`src/design/stsi_pkg.sv`:
```
package stsi_pkg;

  localparam int CAPACITY   = 64;
  localparam int VALUE_BITS = 32;
  localparam int VALUE_W    = 32;
  localparam int IDX_BITS   = $clog2(CAPACITY);
  localparam int COUNT_BITS = $clog2(CAPACITY + 1);

  typedef logic signed [VALUE_BITS-1:0] value_t;
  typedef logic [IDX_BITS-1:0]          addr_t;
  typedef logic [COUNT_BITS-1:0]        count_t;

  localparam count_t CAPACITY_CNT = COUNT_BITS'(CAPACITY);

  typedef enum logic {
    CMD_INSERT = 1'b0,
    CMD_SEARCH = 1'b1
  } command_t;

  // Controller to datapath
  typedef struct packed {
    logic load;       // capture a new transaction
    logic rd_en;      // read the entry below the pointer (insert) or at it (search)
    logic wr_rd;      // move the entry just read up to the pointer slot
    logic wr_key;     // place the key at the pointer slot, bump the count
    logic ptr_dec;
    logic ptr_inc;
    logic set_found;
    logic set_reject;
    logic push;       // load the output register
  } stsi_cmd_t;

  // Datapath to controller
  typedef struct packed {
    logic is_search;
    logic full;
    logic ptr_zero;
    logic ptr_end;
    logic cmp_gt;
    logic cmp_eq;
    logic out_free;
  } stsi_status_t;

endpackage

```
`src/design/stsi_dpath.sv`:
```
module stsi_dpath import stsi_pkg::*; (
  input  logic               clk,
  input  logic               rst,
  input  stsi_cmd_t          cmd,
  output stsi_status_t       status,
  input  logic               in_command,
  input  logic [VALUE_W-1:0] in_value,
  output logic               out_valid,
  input  logic               out_ready,
  output logic               out_found,
  output logic               out_rejected,
  output count_t             out_entry_count
);

  value_t   entries [CAPACITY];
  value_t   key;
  value_t   rd_data;
  command_t op;
  count_t   count;
  count_t   ptr;
  count_t   rd_ptr;
  logic     found;
  logic     rejected;
  addr_t    rd_addr;
  addr_t    wr_addr;
  value_t   wr_data;
  logic     wr_en;

  // insert looks one slot below the pointer, search looks at the pointer
  assign rd_ptr  = (op == CMD_INSERT) ? (ptr - count_t'(1)) : ptr;
  assign rd_addr = rd_ptr[IDX_BITS-1:0];
  assign wr_addr = ptr[IDX_BITS-1:0];
  assign wr_en   = cmd.wr_rd | cmd.wr_key;
  assign wr_data = cmd.wr_key ? key : rd_data;

  always_ff @(posedge clk) begin
    if (wr_en) begin
      entries[wr_addr] <= wr_data;
    end
    if (cmd.rd_en) begin
      rd_data <= entries[rd_addr];
    end
  end

  always_ff @(posedge clk) begin
    if (cmd.load) begin
      op  <= command_t'(in_command);
      key <= in_value[VALUE_BITS-1:0];
    end
    if (cmd.load) begin
      found    <= 1'b0;
      rejected <= 1'b0;
    end else begin
      if (cmd.set_found) begin
        found <= 1'b1;
      end
      if (cmd.set_reject) begin
        rejected <= 1'b1;
      end
    end
    if (cmd.load) begin
      ptr <= (command_t'(in_command) == CMD_INSERT) ? count : '0;
    end else if (cmd.ptr_dec) begin
      ptr <= ptr - count_t'(1);
    end else if (cmd.ptr_inc) begin
      ptr <= ptr + count_t'(1);
    end
    if (cmd.push) begin
      out_found       <= found;
      out_rejected    <= rejected;
      out_entry_count <= count;
    end
  end

  always_ff @(posedge clk) begin
    if (rst) begin
      count     <= '0;
      out_valid <= 1'b0;
    end else begin
      if (cmd.wr_key) begin
        count <= count + count_t'(1);
      end
      if (cmd.push) begin
        out_valid <= 1'b1;
      end else if (out_ready) begin
        out_valid <= 1'b0;
      end
    end
  end

  always_comb begin
    status.is_search = (op == CMD_SEARCH);
    status.full      = (count == CAPACITY_CNT);
    status.ptr_zero  = (ptr == '0);
    status.ptr_end   = (ptr == count);
    status.cmp_gt    = (rd_data > key);
    status.cmp_eq    = (rd_data == key);
    status.out_free  = !out_valid || out_ready;
  end

  a_count_bound: assert property (@(posedge clk) disable iff (rst)
    count <= CAPACITY_CNT)
    else $error("entry count above capacity");

  a_count_hold: assert property (@(posedge clk) disable iff (rst)
    !cmd.wr_key |=> $stable(count))
    else $error("entry count moved without an insert");

  a_reject_full: assert property (@(posedge clk) disable iff (rst)
    cmd.set_reject |-> status.full && !status.is_search)
    else $error("insert rejected while table not full");

endmodule

```
`config.mk`:
```
export PLATFORM = sky130hd
export DESIGN_NAME = stsi_dpath
export DESIGN_NICKNAME = d
export VERILOG_FILES = /design/src/design/stsi_pkg.sv /design/src/design/stsi_dpath.sv
export SDC_FILE = /design/constraint.sdc
export NUM_CORES = 2
export LEC_CHECK = 0
export BUFFER_PORTS_ARGS = -buffer_cell sky130_fd_sc_hd__buf_2
export CORE_MARGIN = 2
export CORE_UTILIZATION = 51
export CTS_CLUSTER_DIAMETER = 120
export CTS_CLUSTER_SIZE = 30
export DETAILED_ROUTE_END_ITERATION = 10
export GPL_ROUTABILITY_DRIVEN = 0
export PLACE_DENSITY = 0.74
export SLEW_MARGIN = 15
export SYNTH_ARGS = -nofsm -noshare
export SYNTH_HDL_FRONTEND = slang
export SYNTH_SLANG_ARGS = --single-unit
```
`constraint.sdc`:
```
create_clock -name clk -period 8.2 [get_ports clk]
set_clock_uncertainty 0.2 [all_clocks]
set_input_delay 1.23 -clock clk [delete_from_list [all_inputs] [get_ports clk]]
set_output_delay 1.23 -clock clk [all_outputs]
set_load 0.02 [all_outputs]
```
==> impl_results.html <==
<table>
<tr><th>Metric</th><th>Value</th></tr>
<tr><th colspan="2">Floorplanning</th></tr>
<tr><td>Number of rows created at floorplan</td><td>166</td></tr>
<tr><td>Core box area</td><td>204000 sq um</td></tr>
<tr><td>Chip width</td><td>around 460 um</td></tr>
<tr><td>Effective utilization at floorplan</td><td>between 50% and 60%</td></tr>
<tr><td>Top-Level Pins</td><td>62</td></tr>
<tr><td>Die Area</td><td>208000 sq um</td></tr>
<tr><td>Die Y</td><td>456 um</td></tr>
<tr><th colspan="2">Detailed routing</th></tr>
<tr><td>Drt total wl</td><td>286000 um</td></tr>
<tr><td>Via density per instance</td><td>6.85</td></tr>
<tr><td>Routed Antenna Nets</td><td>0</td></tr>
<tr><td>Initial detailed-routing violation count</td><td>8384</td></tr>
<tr><td>Routed wirelength normalized by instance count</td><td>30.5 um</td></tr>
<tr><td>Number of remaining DRC errors</td><td>0</td></tr>
<tr><td>Via Count</td><td>64300</td></tr>
<tr><td>DRT Pass-1 Iters</td><td>6</td></tr>
<tr><th colspan="2">Layout</th></tr>
<tr><td>Footprint of the flip-flops and latches</td><td>64100 sq um</td></tr>
<tr><td>Area added between synthesis and finish</td><td>4.96%</td></tr>
<tr><td>Final core area utilization</td><td>between 50 and 60%</td></tr>
<tr><td>Number of inserted filler cells in the final layout</td><td>16000</td></tr>
<tr><td>Multi-input gate area in the final layout</td><td>37700 sq um</td></tr>
<tr><td>Layout cells sized above 1</td><td>about a tenth</td></tr>
<tr><td>Number of standard cells in the layout, taps in and fillers out</td><td>9388</td></tr>
<tr><td>Layout Nets</td><td>6755</td></tr>
<tr><th colspan="2">Pwr</th></tr>
<tr><td>Proportion of power drawn by flip-flops and latches</td><td>48.7%</td></tr>
<tr><td>Switching power summed over all nets</td><td>0.00954 W</td></tr>
<tr><td>Leakage power total</td><td>between 30 and 40 nW</td></tr>
<tr><td>Peak supply drop</td><td>0.000224 V</td></tr>
<tr><td>Power Internal</td><td>0.0184 W</td></tr>
<tr><td>Comb power frac</td><td>about a third</td></tr>
<tr><td>Proportion of total power due to net switching</td><td>34.2%</td></tr>
<tr><td>Pwr/cell area</td><td>around 250 nW/um^2</td></tr>
<tr><td>Relative contribution of the clock network to total power</td><td>a little under a fifth</td></tr>
<tr><td>Post-route total power</td><td>about 0.028 W</td></tr>
<tr><th colspan="2">Worst setup path</th></tr>
<tr><td>Category of cells accounting for the largest share of critical-path delay</td><td>buffers and inverters</td></tr>
<tr><td>Max Fanout on Critical Path</td><td>approximately 230</td></tr>
<tr><td>Worst Reg-to-Reg Cells</td><td>10</td></tr>
<tr><td>Data required time at the worst endpoint</td><td>8.48 ns</td></tr>
<tr><td>Worst-path cell chain</td><td>buf_4 &gt; inv_8 &gt; ha_4 &gt; buf_12 &gt; nor2b_1 &gt; a211oi_1 &gt; a211oi_1 &gt; or4_1 &gt; o22ai_1 &gt; nor4_2</td></tr>
<tr><td>End of the worst register-to-register path</td><td>rd_data[20]</td></tr>
<tr><td>Cell with the largest stage delay on the worst path</td><td>ha_4</td></tr>
<tr><td>Type of the setup path with the least slack</td><td>reg -&gt; reg</td></tr>
<tr><td>Setup slack, reg-to-reg</td><td>around 2.6 ns</td></tr>
<tr><td>Endpoint type of the worst setup path</td><td>register</td></tr>
<tr><td>Worst path bufs/invs</td><td>3</td></tr>
<tr><td>Worst path depth</td><td>10</td></tr>
<tr><td>Most frequent CP cell</td><td>a211oi_1</td></tr>
<tr><td>Critical path launch point type</td><td>register</td></tr>
<tr><td>Launching point of the worst reg2reg path</td><td>ptr[0]</td></tr>
<tr><td>Data arrival, critical path</td><td>5.85 ns</td></tr>
<tr><td>Delay of the slowest cell on the worst path</td><td>1.05 ns</td></tr>
<tr><th colspan="2">Clocking</th></tr>
<tr><td>Maximum clock insertion buffer count</td><td>3</td></tr>
<tr><td>CTS H-tree lvls</td><td>3</td></tr>
<tr><td>Clock-pin transition on the worst setup and hold timing paths</td><td>0.11 ns</td></tr>
<tr><td>Clock net sink count</td><td>~2100</td></tr>
<tr><td>CTS tree</td><td>done</td></tr>
<tr><td>Total of hold buffers inserted after clock tree synthesis</td><td>0</td></tr>
<tr><td>Total of cells resized after clock tree synthesis</td><td>0</td></tr>
<tr><td>Buffer cell driving the clock tree root</td><td>clkbuf_16</td></tr>
<tr><td>CTS buffer count</td><td>81</td></tr>
<tr><td>Clk_lat worst skew</td><td>roughly 0.8 ns</td></tr>
<tr><td>Buffers inserted by post-CTS timing repair</td><td>0</td></tr>
<tr><th colspan="2">Min path</th></tr>
<tr><td>Worst Hold End</td><td>out_rejected</td></tr>
<tr><td>Worst hold path type</td><td>reg -&gt; reg</td></tr>
<tr><td>Critical hold path startpoint</td><td>rejected</td></tr>
<tr><td>Worst hold path depth</td><td>0</td></tr>
<tr><th colspan="2">STA</th></tr>
<tr><td>Setup TNS</td><td>0 ns</td></tr>
<tr><td>Period Utilization, post-route</td><td>67.9%</td></tr>
<tr><td>Transition time at the pin with the least slew margin</td><td>1.32 ns</td></tr>
<tr><td>Unrepaired setup endpoints after global routing</td><td>no</td></tr>
<tr><td>Achievable clock frequency</td><td>180 MHz</td></tr>
<tr><td>Number of hold violations in the final report</td><td>0</td></tr>
<tr><td>WHS</td><td>0.259 ns</td></tr>
<tr><td>Final critical-path required period</td><td>5.57 ns</td></tr>
<tr><td>Setup Viol. Count Final</td><td>0</td></tr>
<tr><td>Slew HR</td><td>11.6%</td></tr>
<tr><td>Number of max-slew violations in the final report</td><td>0</td></tr>
<tr><th colspan="2">Logic synthesis</th></tr>
<tr><td>Total of flip-flops plus latches after synthesis</td><td>2139</td></tr>
<tr><td>Yosys warnings</td><td>0</td></tr>
<tr><td>Area of the mapped netlist</td><td>104000 sq um</td></tr>
<tr><td>Syn nets</td><td>7021</td></tr>
<tr><td>Number of different library cells in the post-synthesis netlist</td><td>62</td></tr>
<tr><td>Mean cell area of the mapped netlist</td><td>15.0 sq um</td></tr>
<tr><td>Number of cells produced by synthesis</td><td>6940</td></tr>
<tr><td>Most used flip-flop cell after synthesis</td><td>edfxtp_1</td></tr>
<tr><td>Number of enable-type register cells in the synthesized netlist</td><td>around 2100</td></tr>
<tr><td>Share of synthesized registers carrying an async set or reset</td><td>0%</td></tr>
<tr><td>Portion of the post-synthesis area used by sequential elements</td><td>61.5%</td></tr>
<tr><th colspan="2">Run status</th></tr>
<tr><td>Result of the run</td><td>finished, final reports clean</td></tr>
<tr><th colspan="2">Global routing</th></tr>
<tr><td>Routing usage on met2</td><td>42.7%</td></tr>
<tr><td>Via count of the first global-routing pass</td><td>about 63000</td></tr>
<tr><td>Met1 Use GR</td><td>36.2%</td></tr>
<tr><td>Number of antenna violations at the first check in global routing</td><td>13</td></tr>
<tr><td>Most used routing layer</td><td>met2</td></tr>
<tr><td>Pin count of the biggest net entering global routing</td><td>251</td></tr>
<tr><td>First-pass GRT wire length</td><td>a little over 400000 um</td></tr>
<tr><td>Met3 global-route usage</td><td>under 10%</td></tr>
<tr><td>Overall Global Routing Usage</td><td>26.8%</td></tr>
<tr><td>Total global routing overflow</td><td>0</td></tr>
<tr><th colspan="2">Flow run</th></tr>
<tr><td>Max_cap viols</td><td>0</td></tr>
<tr><th colspan="2">Placement</th></tr>
<tr><td>Half-perimeter wire length after detailed placement</td><td>~160000 um</td></tr>
<tr><td>Port Buffer Count</td><td>61</td></tr>
<tr><td>Number of placed instances with taps included</td><td>about 9300</td></tr>
</table>
through the flow:
| stage | area [sq um] | setup slack, ns |
|---|---|---|
| CTS | 109000 | 2.64 |
| global route | 109000 | 2.46 |
| detailed placement | 107000 | 2.64 |
| finish | 109000 | 2.63 |
| floorplan | 104000 | 2.50 |
| global placement | 107000 | 2.34 |
worst max-delay path by stage:
stage,startpoint,end,slack [ns]
after floorplan,cmd[5],entries[40][0],2.50
after global placement,ptr[0],rd_data[30],2.34
after detailed placement,ptr[0],rd_data[10],2.64
after CTS,ptr[0],rd_data[10],2.64
after global routing,ptr[0],rd_data[20],2.46
final,ptr[0],rd_data[20],2.63
final cells by class:
class / count / share of cell area, %
flip-flops and latches: 2139 / 58.6
multi-input cells: 4170 / 34.4
well taps: 2688 / 3.07
clock buffers: 99 / 1.95
repair buffers: 243 / 1.77
inverters: 39 / 0.141
clock inverters: 5 / 0.0491
diodes: 5 / 0.0114
placed cells by master, fill, tap and decap left out, drive strengths merged, types with 5 or more instances in the layout:
cell / n
a2111oi: 8
a211oi: 986
a21o: 5
a21oi: 40
a221o: 32
a22o: 32
a22oi: 60
buf: 243
clkbuf: 99
dfxtp: 10
diode: 5
edfxtp: 2129
ha: 36
inv: 43
mux2: 47
mux2i: 1531
mux4: 196
nand2: 28
nand2b: 10
nand3: 42
nand3b: 11
nand4: 13
nor2: 128
nor2b: 499
nor3: 36
nor4: 37
o211ai: 22
o21ai: 24
o221ai: 9
o22ai: 158
or3: 8
or4: 122
xnor2: 12
xor2: 12
state kept, by name, indices dropped and copies added (netlist names):
| signal | count |
|---|---|
| out_entry_count | 7 |
| out_found | 1 |
| found | 1 |
| rejected | 1 |
| entries | 2048 |
| ptr | 7 |
| out_valid | 1 |
| op | 1 |
| out_rejected | 1 |
| key | 32 |
| count | 7 |
| rd_data | 32 |
worst register-to-register path: cells and delay by family, from the launching register on:
| kind | cells | cell delay (ns) |
|---|---|---|
| flops | 1 | 0.34 |
| compound gates | 3 | 1.24 |
| fa+ha+maj | 1 | 1.06 |
| simple gates | 3 | 1.05 |
| buf+inv | 3 | 1.42 |
cells by family after synthesis:
logic type / after synthesis / share of synthesized area [%]
AO/OA/AOI/OAI: 1390 / 9.82
XOR/XNOR: 24 / 0.219
adder cells (fa/ha/maj): 36 / 0.432
buffers and inverters: 631 / 3.06
flip-flops: 2139 / 61.5
multiplexers: 1774 / 19.4
AND/OR/NAND/NOR: 946 / 5.57
layer usage:
| layer | share of wire, % | vias up |
|---|---|---|
| met2 | 46 | 3318 |
| met1 | 38 | 32900 |
| met4 | 5.1 | 8 |
| met5 | 0.024 | - |
| met3 | 10 | 572 |
| li1 | - | 27500 |
Yosys cell counts, drive strengths merged, types with 3 or more instances:
library cell,instances,share of area (%)
edfxtp,2129,61
mux2i,1531,15
a211oi,986,7.1
nor2b,499,3.0
buf,311,1.9
clkbuf,281,1.0
mux4,196,4.2
o22ai,158,0.95
nor2,128,0.46
or4,122,0.88
a22oi,60,0.43
mux2,47,0.51
nand3,42,0.20
a21oi,40,0.19
inv,39,0.14
nor4,37,0.41
ha,36,0.43
nor3,36,0.17
a221o,32,0.31
a22o,32,0.27
nand2,28,0.10
o21ai,24,0.12
o211ai,22,0.16
nand4,13,0.078
xnor2,12,0.12
xor2,12,0.10
nand3b,11,0.079
dfxtp,10,0.19
nand2b,10,0.060
o221ai,9,0.076
a2111oi,8,0.067
or3,8,0.048
a21o,5,0.036
or2,3,0.018
power by group through the flow:
stage / clock network, W / logic [W] / registers [W]
floorplan: 0 / 0.00638 / 0.0137
global placement: 0 / 0.00878 / 0.0138
detailed placement: 0 / 0.00909 / 0.0138
CTS: 0.00510 / 0.00910 / 0.0136
global route: 0.00545 / 0.00973 / 0.0136
finish: 0.00506 / 0.00927 / 0.0136
Note: power is estimated with default switching activity, not from simulation.
