<file path="src/design/stsi_pkg.sv">
package stsi_pkg;

  localparam int CAPACITY   = 64;
  localparam int VALUE_BITS = 32;
  localparam int VALUE_W    = 32;
  localparam int IDX_BITS   = $clog2(CAPACITY);
  localparam int COUNT_BITS = $clog2(CAPACITY + 1);

  typedef logic signed [VALUE_BITS-1:0] value_t;
  typedef logic [IDX_BITS-1:0]          addr_t;
  typedef logic [COUNT_BITS-1:0]        count_t;

  localparam count_t CAPACITY_CNT = COUNT_BITS'(CAPACITY);

  typedef enum logic {
    CMD_INSERT = 1'b0,
    CMD_SEARCH = 1'b1
  } command_t;

  // Controller to datapath
  typedef struct packed {
    logic load;       // capture a new transaction
    logic rd_en;      // read the entry below the pointer (insert) or at it (search)
    logic wr_rd;      // move the entry just read up to the pointer slot
    logic wr_key;     // place the key at the pointer slot, bump the count
    logic ptr_dec;
    logic ptr_inc;
    logic set_found;
    logic set_reject;
    logic push;       // load the output register
  } stsi_cmd_t;

  // Datapath to controller
  typedef struct packed {
    logic is_search;
    logic full;
    logic ptr_zero;
    logic ptr_end;
    logic cmp_gt;
    logic cmp_eq;
    logic out_free;
  } stsi_status_t;

endpackage

</file>
<file path="src/design/stsi_ctrl.sv">
module stsi_ctrl import stsi_pkg::*; (
  input  logic         clk,
  input  logic         rst,
  input  logic         in_valid,
  output logic         in_ready,
  input  stsi_status_t status,
  output stsi_cmd_t    cmd
);

  typedef enum logic [3:0] {
    S_IDLE  = 4'b0001,
    S_CHECK = 4'b0010,
    S_CMP   = 4'b0100,
    S_DONE  = 4'b1000
  } state_t;

  state_t state;
  state_t state_next;

  always_ff @(posedge clk) begin
    if (rst) begin
      state <= S_IDLE;
    end else begin
      state <= state_next;
    end
  end

  always_comb begin
    state_next = state;
    cmd        = '0;
    in_ready   = 1'b0;
    unique case (state)
      S_IDLE: begin
        in_ready = 1'b1;
        if (in_valid) begin
          cmd.load   = 1'b1;
          state_next = S_CHECK;
        end
      end
      S_CHECK: begin
        if (!status.is_search) begin
          priority if (status.full) begin
            cmd.set_reject = 1'b1;
            state_next     = S_DONE;
          end else if (status.ptr_zero) begin
            cmd.wr_key = 1'b1;
            state_next = S_DONE;
          end else begin
            cmd.rd_en  = 1'b1;
            state_next = S_CMP;
          end
        end else begin
          if (status.ptr_end) begin
            state_next = S_DONE;
          end else begin
            cmd.rd_en  = 1'b1;
            state_next = S_CMP;
          end
        end
      end
      S_CMP: begin
        if (!status.is_search) begin
          // walk down: shift larger entries up, stop at the first one not larger
          if (status.cmp_gt) begin
            cmd.wr_rd   = 1'b1;
            cmd.ptr_dec = 1'b1;
            state_next  = S_CHECK;
          end else begin
            cmd.wr_key = 1'b1;
            state_next = S_DONE;
          end
        end else begin
          priority if (status.cmp_eq) begin
            cmd.set_found = 1'b1;
            state_next    = S_DONE;
          end else if (status.cmp_gt) begin
            state_next = S_DONE;
          end else begin
            cmd.ptr_inc = 1'b1;
            state_next  = S_CHECK;
          end
        end
      end
      S_DONE: begin
        if (status.out_free) begin
          cmd.push   = 1'b1;
          state_next = S_IDLE;
        end
      end
      default: begin
        state_next = S_IDLE;
      end
    endcase
  end

  a_load_goes_check: assert property (@(posedge clk) disable iff (rst)
    cmd.load |=> state == S_CHECK)
    else $error("transaction load not followed by check");

  a_push_only_free: assert property (@(posedge clk) disable iff (rst)
    cmd.push |-> status.out_free)
    else $error("push into a busy output register");

  a_one_write: assert property (@(posedge clk) disable iff (rst)
    !(cmd.wr_rd && cmd.wr_key))
    else $error("two writes in one cycle");

endmodule

</file>
<file path="config.mk">
export PLATFORM = sky130hd
export DESIGN_NAME = stsi_ctrl
export DESIGN_NICKNAME = d
export VERILOG_FILES = /design/src/design/stsi_pkg.sv /design/src/design/stsi_ctrl.sv
export SDC_FILE = /design/constraint.sdc
export NUM_CORES = 1
export LEC_CHECK = 0
export BUFFER_PORTS_ARGS = -buffer_cell sky130_fd_sc_hd__buf_2
export CAP_MARGIN = 5
export CELL_PAD_IN_SITES_DETAIL_PLACEMENT = 0
export CELL_PAD_IN_SITES_GLOBAL_PLACEMENT = 1
export CORE_AREA = 2 2 39 41
export CTS_CLUSTER_DIAMETER = 60
export DETAILED_ROUTE_END_ITERATION = 12
export DIE_AREA = 0 0 41 43
export PLACE_DENSITY = 0.71
export SLEW_MARGIN = 0
export SYNTH_ARGS = -nofsm -noshare
export SYNTH_HDL_FRONTEND = slang
export SYNTH_SLANG_ARGS = --single-unit
export TNS_END_PERCENT = 50
</file>
<file path="constraint.sdc">
create_clock -name clk -period 2.8 [get_ports clk]
set_input_delay 0 -clock clk [delete_from_list [all_inputs] [get_ports clk]]
set_output_delay 0 -clock clk [all_outputs]
set_load 0.005 [all_outputs]
</file>
==> results.ini, run 1 <==
[status]
status=completed

[synth]
synthCells=42
yosysUniqueCellTypes=24
seq_area_frac_synth=0.2270
ys_warn_count=0
synth-seq-cells=4
synth_area_um2=352.8
synth_fp_nets=52
postSynthAreaPerCell_um2=8.401

[pwr]
p_seq_frac=0.347
p_sw_mw=0.07642
powerDensity_mw_per_mm2=471.4
combPwrFrac=0.310
ir_drop_v=0.0001866
leakagePower_nw=0.2231
p_clk_frac=0.343
power_mw=0.2271
internal_power_mw=0.1507
switching_share=0.3365

[setup_path]
crit_required_ns=2.80
r2r_cells=3
cp.arrival_ns=1.55
worstSetupPathType=register to primary output
start_kind=register
critPathCaptureType=primary output
rrSetupSlack_ns=1.43
crit_path_cell_trace=nor4b_2 > nand2b_1 > a21oi_1 > buf_2
r2r_start=state[3]$_SDFFE_PP0P_
max_stage_delay_ns=0.56
worstPathMaxFanout=8
slowest_stage=nor4b_2
r2r-end=state[0]$_SDFFE_PP1P_

[timing]
worstMarginPinSlew_ns=0.5561
finalHoldViolCount=0
skew_ns=0.001827
layout_min_cycle_time_ns=1.554
rsz0062_at_grt=no
post-route-period-util=0.5552
fin_setup_tns_ns=0
fmax_ghz=0.6433
drv_slew=0
max_slew_margin=0.6283
setup_viol=0

[finish]
layout_commonest_cell=buf_2
largest_registers=state: 4 flops
largest_reg_flops=4
insertedDiodeCount=0
drive_gt1_frac=0.4677
final_cell_mix=buf_2, nor2_1, dfxtp_1
regMostFlops=state
nets=74
area_delta_synth_final_pct=36.52

[floorplanning]
ioPinCount=20
core_mm2=0.001384
num_rows=14
start_util=0.2550
die_h_um=43
die_w_um=41
dieArea_mm2=0.001763

[min_path]
hold_path_end=state[3]$_SDFFE_PP0P_
hold_depth=3
worstHoldStart=status[0]
min_path_type=primary input to register

[global_route]
overflow=0
grt_pass1_vias=340
grt_max_degree=9
grt_pass1_wl_mm=1.345
grt_antenna_before_repair=0
grt_usage=0.1166

[routing]
antenna_left=0
drt_iter0_drc=12
routed_wl_um=855
dr_total_vias=384
wl_per_cell_um=10.96
route.detailed.drc=0
firstDrtPassIters=3
vias_per_cell=4.923

[place]
dp_hpwl_um=649.4
io_buffers=19
gp_congestion=0.7821

[clock_network]
cts.reportedPaths.clkPinSlew_ns=0.04
cts_sinks=4
post_cts.repair.setup_buffers=0
cts_tree=yes
clockBufferDepth=2
cts_inserted_buffers=3
clkLatencyLatePin_ns=0.24
cts-root-buf=clkbuf_4
htree_levels=1

[run]
cap_violations=0

[power groups by stage]
stage               registers [mW]  logic (mW)  clock network [mW]
floorplan                   0.0755      0.0474                   0
global placement            0.0778      0.0708                   0
detailed placement          0.0789      0.0697                   0
CTS                         0.0780      0.0715              0.0795
global route                0.0806      0.0790              0.0805
finish                      0.0788      0.0705              0.0778
[synthesized netlist by cell type]
cell,number,area [um^2]
a21o_1,1,7.510
a21oi_1,3,15.01
a22oi_1,1,7.510
and2_1,1,6.260
and3_1,3,18.77
and3_2,1,7.510
and3b_1,1,8.760
buf_4,2,15.01
clkbuf_1,1,3.750
dfxtp_1,4,80.08
mux2i_1,1,10.01
nand2_1,1,3.750
nand2b_1,3,18.77
nand3b_1,2,15.01
nor2_1,4,15.01
nor2b_1,1,6.260
nor3_1,1,5.000
nor3_2,1,10.01
nor3b_1,1,7.510
nor3b_2,2,25.02
nor4b_2,2,30.03
o21ai_0,3,15.01
o31ai_1,1,7.510
or4b_4,1,13.76
[worst max path at each step]
| stage | from | end | slack (ns) | depth (start not counted) |
|---|---|---|---|---|
| 3_3_place_gp | state[3]$_SDFFE_PP0P_ | state[0]$_SDFFE_PP1P_ | 1.51 | 3 |
| 2_1_floorplan | state[3]$_SDFFE_PP0P_ | state[0]$_SDFFE_PP1P_ | 1.62 | 3 |
| 5_1_grt | state[3]$_SDFFE_PP0P_ | cmd[5] | 1.07 | 4 |
| 3_5_place_dp | state[3]$_SDFFE_PP0P_ | state[0]$_SDFFE_PP1P_ | 1.44 | 3 |
| 6_report | state[3]$_SDFFE_PP0P_ | cmd[5] | 1.25 | 4 |
| 4_1_cts | state[3]$_SDFFE_PP0P_ | cmd[5] | 1.23 | 4 |
[repair_timing]
| item | 4_1_cts | 5_1_grt |
|---|---|---|
| hold buffers | 1 | 0 |
| hold endpoints to repair | 2 | 0 |
| endpoints found under the setup margin | 0 | 0 |
| gates resized for setup | 0 | 0 |
[cell families after synthesis]
family                 synth area share
flip-flops                       0.2270
multiplexers                    0.02837
AO/OA/AOI/OAI                    0.1489
AND/OR/NAND/NOR                  0.5425
buffers and inverters           0.05317
[worst max-delay path: cells and delay by family, from the launching register on]
| family | cells | cell delay (ns) |
|---|---|---|
| buffers and inverters | 1 | 0.12 |
| AOI/OAI and AO/OA | 1 | 0.13 |
| DFF | 1 | 0.39 |
| and+or+nand+nor | 2 | 0.67 |
[per-layer routing]
metal	GRT usage	wire (um)	vias up
met5	0	0	-
met4	0.1000	29	0
met3	0.03141	48	4
met2	0.1813	402	10
met1	0.1194	375	174
li1	-	-	196
[layout make-up]
| class | instances | area (um^2) |
|---|---|---|
| Clock buffer | 3 | 22.52 |
| Fill cell | 151 | 902.1 |
| Multi-Input combinational cell | 35 | 254.0 |
| Sequential cell | 4 | 80.08 |
| Tap cell | 16 | 20.02 |
| Timing Repair Buffer | 20 | 105.1 |
[per-stage QoR]
step	utilization	instances	worst slack, ns	hold slack (ns)	area, um^2
CTS	0.3481	78	1.231	0.08605	481.7
floorplan	-	42	1.625	0.06907	352.8
global placement	0.3246	74	1.508	0.1970	449.2
global route	0.3481	78	1.069	0.1330	481.7
detailed placement	0.3246	74	1.439	0.1931	449.2
finish	0.3481	78	1.246	0.08884	481.7
Power figures use the tool's default switching activity.
==> inputs of run 2 (changes only) <==
Settings changed: ABC_AREA set to 1, CORE_AREA 2 2 39 41 to not set, CORE_MARGIN set to 2, CORE_UTILIZATION set to 25, DIE_AREA 0 0 41 43 to not set, PLACE_DENSITY 0.71 to 0.73.
Clock period 2.8 ns to 1.58 ns, I/O delays scaled along.
==> run 2 against run 1 <==
  * Flip-flop and latch count unchanged
  * Core utilization up 2.0 points
  * Global-route usage down 2.0 points
  * Cell count grew 27%
  * Sequential power is 60% higher
  * Routed wire length down 4.4%
  * Count of clock-buffer cells in the layout unchanged
  * Synthesized area increased by 0.35%
  * Critical path depth increased by 2
  * Synthesized cell count increased by 50%
  * First-iteration DRC count is 33% lower
  * Clock power rose by 74%
==> results.ini, run 2 <==
[status]
status=completed

[min_path]
min_path_type=primary input to register

[synth]
synth_common_cells=nand2_1, inv_1, nor2_1
ys_warn_count=0  ; unchanged
synthFlopType=dfxtp_1
synthTopCellsByArea=dfxtp_1, nand2_1, inv_1, nand3_1, nor2_1
synth-seq-cells=4  ; unchanged
postSynthAreaPerCell_um2=5.620  ; -33%
synthCells=63  ; +50%
yosysMostFrequentCell=nand2_1
seq_area_frac_synth=0.2261  ; -0.0008019
async_reset_ff_frac=0  ; unchanged
yosysUniqueCellTypes=15  ; -38%
synth_top_area_share=0.2261  ; -0.0008019
synth_edf_count=0  ; unchanged
synth_area_um2=354.1  ; +0.35%
synth.largest_area_cell=dfxtp_1
synth_fp_nets=73  ; +40%

[clock_network]
cts-root-buf=clkbuf_4
cts_inserted_buffers=3  ; unchanged
cts_resized=0  ; unchanged
htree_levels=1  ; unchanged
clkLatencyLatePin_ns=0.25  ; about the same
cts_sinks=4  ; unchanged
cts_tree=yes
clockBufferDepth=2  ; unchanged
cts.reportedPaths.clkPinSlew_ns=0.04  ; about the same

[floorplanning]
die_w_um=41.64  ; +1.5%
start_util=0.2688  ; +0.01378
dieArea_mm2=0.001733  ; -1.7%
core_mm2=0.001318  ; -4.8%
num_rows=13  ; -1
die_h_um=41.64  ; -3.2%
ioPinCount=20  ; unchanged

[global_route]
grt_pass1_vias=354  ; +4.1%
overflow=0  ; unchanged
grt_max_degree=7  ; -2
grt_antenna_before_repair=0  ; unchanged
grt_pass1_wl_mm=1.297  ; -3.6%
grt_usage=0.09695  ; -0.01963

[pwr]
leakagePower_nw=0.2990  ; +34%
powerDensity_mw_per_mm2=844.2  ; +79%
ir_drop_v=0.0003486  ; +87%

[timing]
skew_ns=0.008079  ; +0.006252 ns
finalHoldViolCount=0  ; unchanged
worstMarginPinSlew_ns=0.2236  ; -0.3325 ns
setup_viol=0  ; unchanged
max_slew_margin=0.8496  ; +0.2213
fmax_ghz=0.8123
finalWorstSetupSlack_ns=0.3490  ; -0.8966 ns
post-route-period-util=0.7791
layout_min_cycle_time_ns=1.231
fin_hold_ws_ns=0.07801  ; -0.01083 ns
rsz0062_at_grt=no
fin_setup_tns_ns=0  ; unchanged
drv_slew=0  ; unchanged

[place]
dp_slack_ns=0.5888  ; -0.8505 ns
io_buffers=19  ; unchanged
placed_cell_area_um2=452.9  ; +0.84%
dp_hpwl_um=680.8  ; +4.8%
gp_congestion=0.7641  ; -2.3%

[finish]
final_cell_mix=buf_2, nand2_1, inv_1
layout_commonest_cell=buf_2
final_util=0.3685  ; +0.02037
fin_area_um2=485.5  ; +0.78%
insertedDiodeCount=0  ; unchanged
drive_gt1_frac=0.3571  ; -0.1106
nets=96  ; +30%
largest_reg_flops=4  ; unchanged
largest_registers=state: 4 flops
regMostFlops=state
area_delta_synth_final_pct=37.10

[setup_path]
rrSetupSlack_ns=0.60  ; -0.83 ns
cp-endpoint=cmd[5]
cp.arrival_ns=1.23  ; -0.32 ns
worstPathMaxFanout=4  ; -4
start_kind=register
r2r_start=state[0]$_SDFFE_PP1P_
worstSetupStartpoint=state[1]$_SDFFE_PP0P_
worstSetupPathType=register to primary output
r2r_cells=7  ; +4
r2r-end=state[0]$_SDFFE_PP1P_
crit_required_ns=1.58  ; -1.22 ns
critPathCaptureType=primary output

[routing]
drt_iter0_drc=8  ; -4
wl_per_cell_um=8.253  ; -25%
dr_total_vias=429  ; +12%
antenna_left=0  ; unchanged
vias_per_cell=4.333  ; -12%
route.detailed.drc=0  ; unchanged
firstDrtPassIters=4  ; +1
routed_wl_um=817  ; -4.4%

[run]
cap_violations=0  ; unchanged

-- run 2: cell count changes after synthesis, sizes merged, moves of 2 or more --
cell / before / now
nand2: 1 / 17
inv: 0 / 15
nand3: 0 / 7
nor2: 4 / 11
and3: 4 / 0
a21oi: 3 / 0
nand2b: 3 / 0
nor3b: 3 / 0
nand3b: 2 / 0
nor4b: 2 / 0
-- run 2: area by class of cell --
class	instances	area, um^2
clock buffer	3	22.52
fill	157	832.0
inverter	15	56.30
multi-input combinational	42	202.7
sequential	4	80.08
tap	15	18.77
timing repair buffer	20	105.1
-- run 2: logic make-up (layout without fill, tap and decap cells) --
family	Yosys count	count (layout)	synth area share
buf+inv	17	38	0.2014
flops	4	4	0.2262
simple gates	39	39	0.5265
compound gates	3	3	0.04595
-- run 2: power by group --
part	switching [mW]	total (mW)	internal (mW)
Clock	0.0498	0.135	0.0855
Combinational	0.0899	0.148	0.0583
Sequential	0.0109	0.126	0.116
-- run 2: worst min-delay path by stage --
stage	depth (start not counted)	endpoint	slack, ns	from
2_1_floorplan	1	cmd[1]	0.04	status[6]
3_5_place_dp	2	state[1]$_SDFFE_PP0P_	0.20	rst
5_1_grt	4	state[2]$_SDFFE_PP0P_	0.11	status[3]
6_report	4	state[2]$_SDFFE_PP0P_	0.08	status[3]
3_3_place_gp	2	state[1]$_SDFFE_PP0P_	0.20	rst
4_1_cts	4	state[2]$_SDFFE_PP0P_	0.09	status[3]
-- run 2: through the flow --
| stage | total power, mW | cells |
|---|---|---|
| final | 0.4099 | 99 |
| after global routing | 0.4355 | 99 |
| after CTS | 0.4127 | 99 |
| after floorplan | 0.2310 | 63 |
| after detailed placement | 0.2766 | 95 |
| after global placement | 0.2788 | 95 |
-- run 2: critical path: stages (launching register included) --
cell and delay, ns:
dfxtp_1 0.33, nor2_2 0.14, inv_2 0.06, nor2_4 0.11
inv_1 0.10, o22ai_1 0.11, buf_2 0.13
-- run 2: metal layers --
metal  wire length (um)  vias to the layer above  share of wire  global-route usage
met4                 23                        0          0.028             0.07742
met3                 20                        2          0.024             0.01304
li1                   -                      231              -                   -
met2                407                        9           0.50              0.1719
met1                366                      187           0.45              0.1003
met5                  0                        -              0                   0
-- run 2: what timing repair did --
action / 4_1_cts / 5_1_grt
buffers inserted: 0 / 0
endpoints found under the hold margin: 2 / 0
hold buffers: 1 / 0
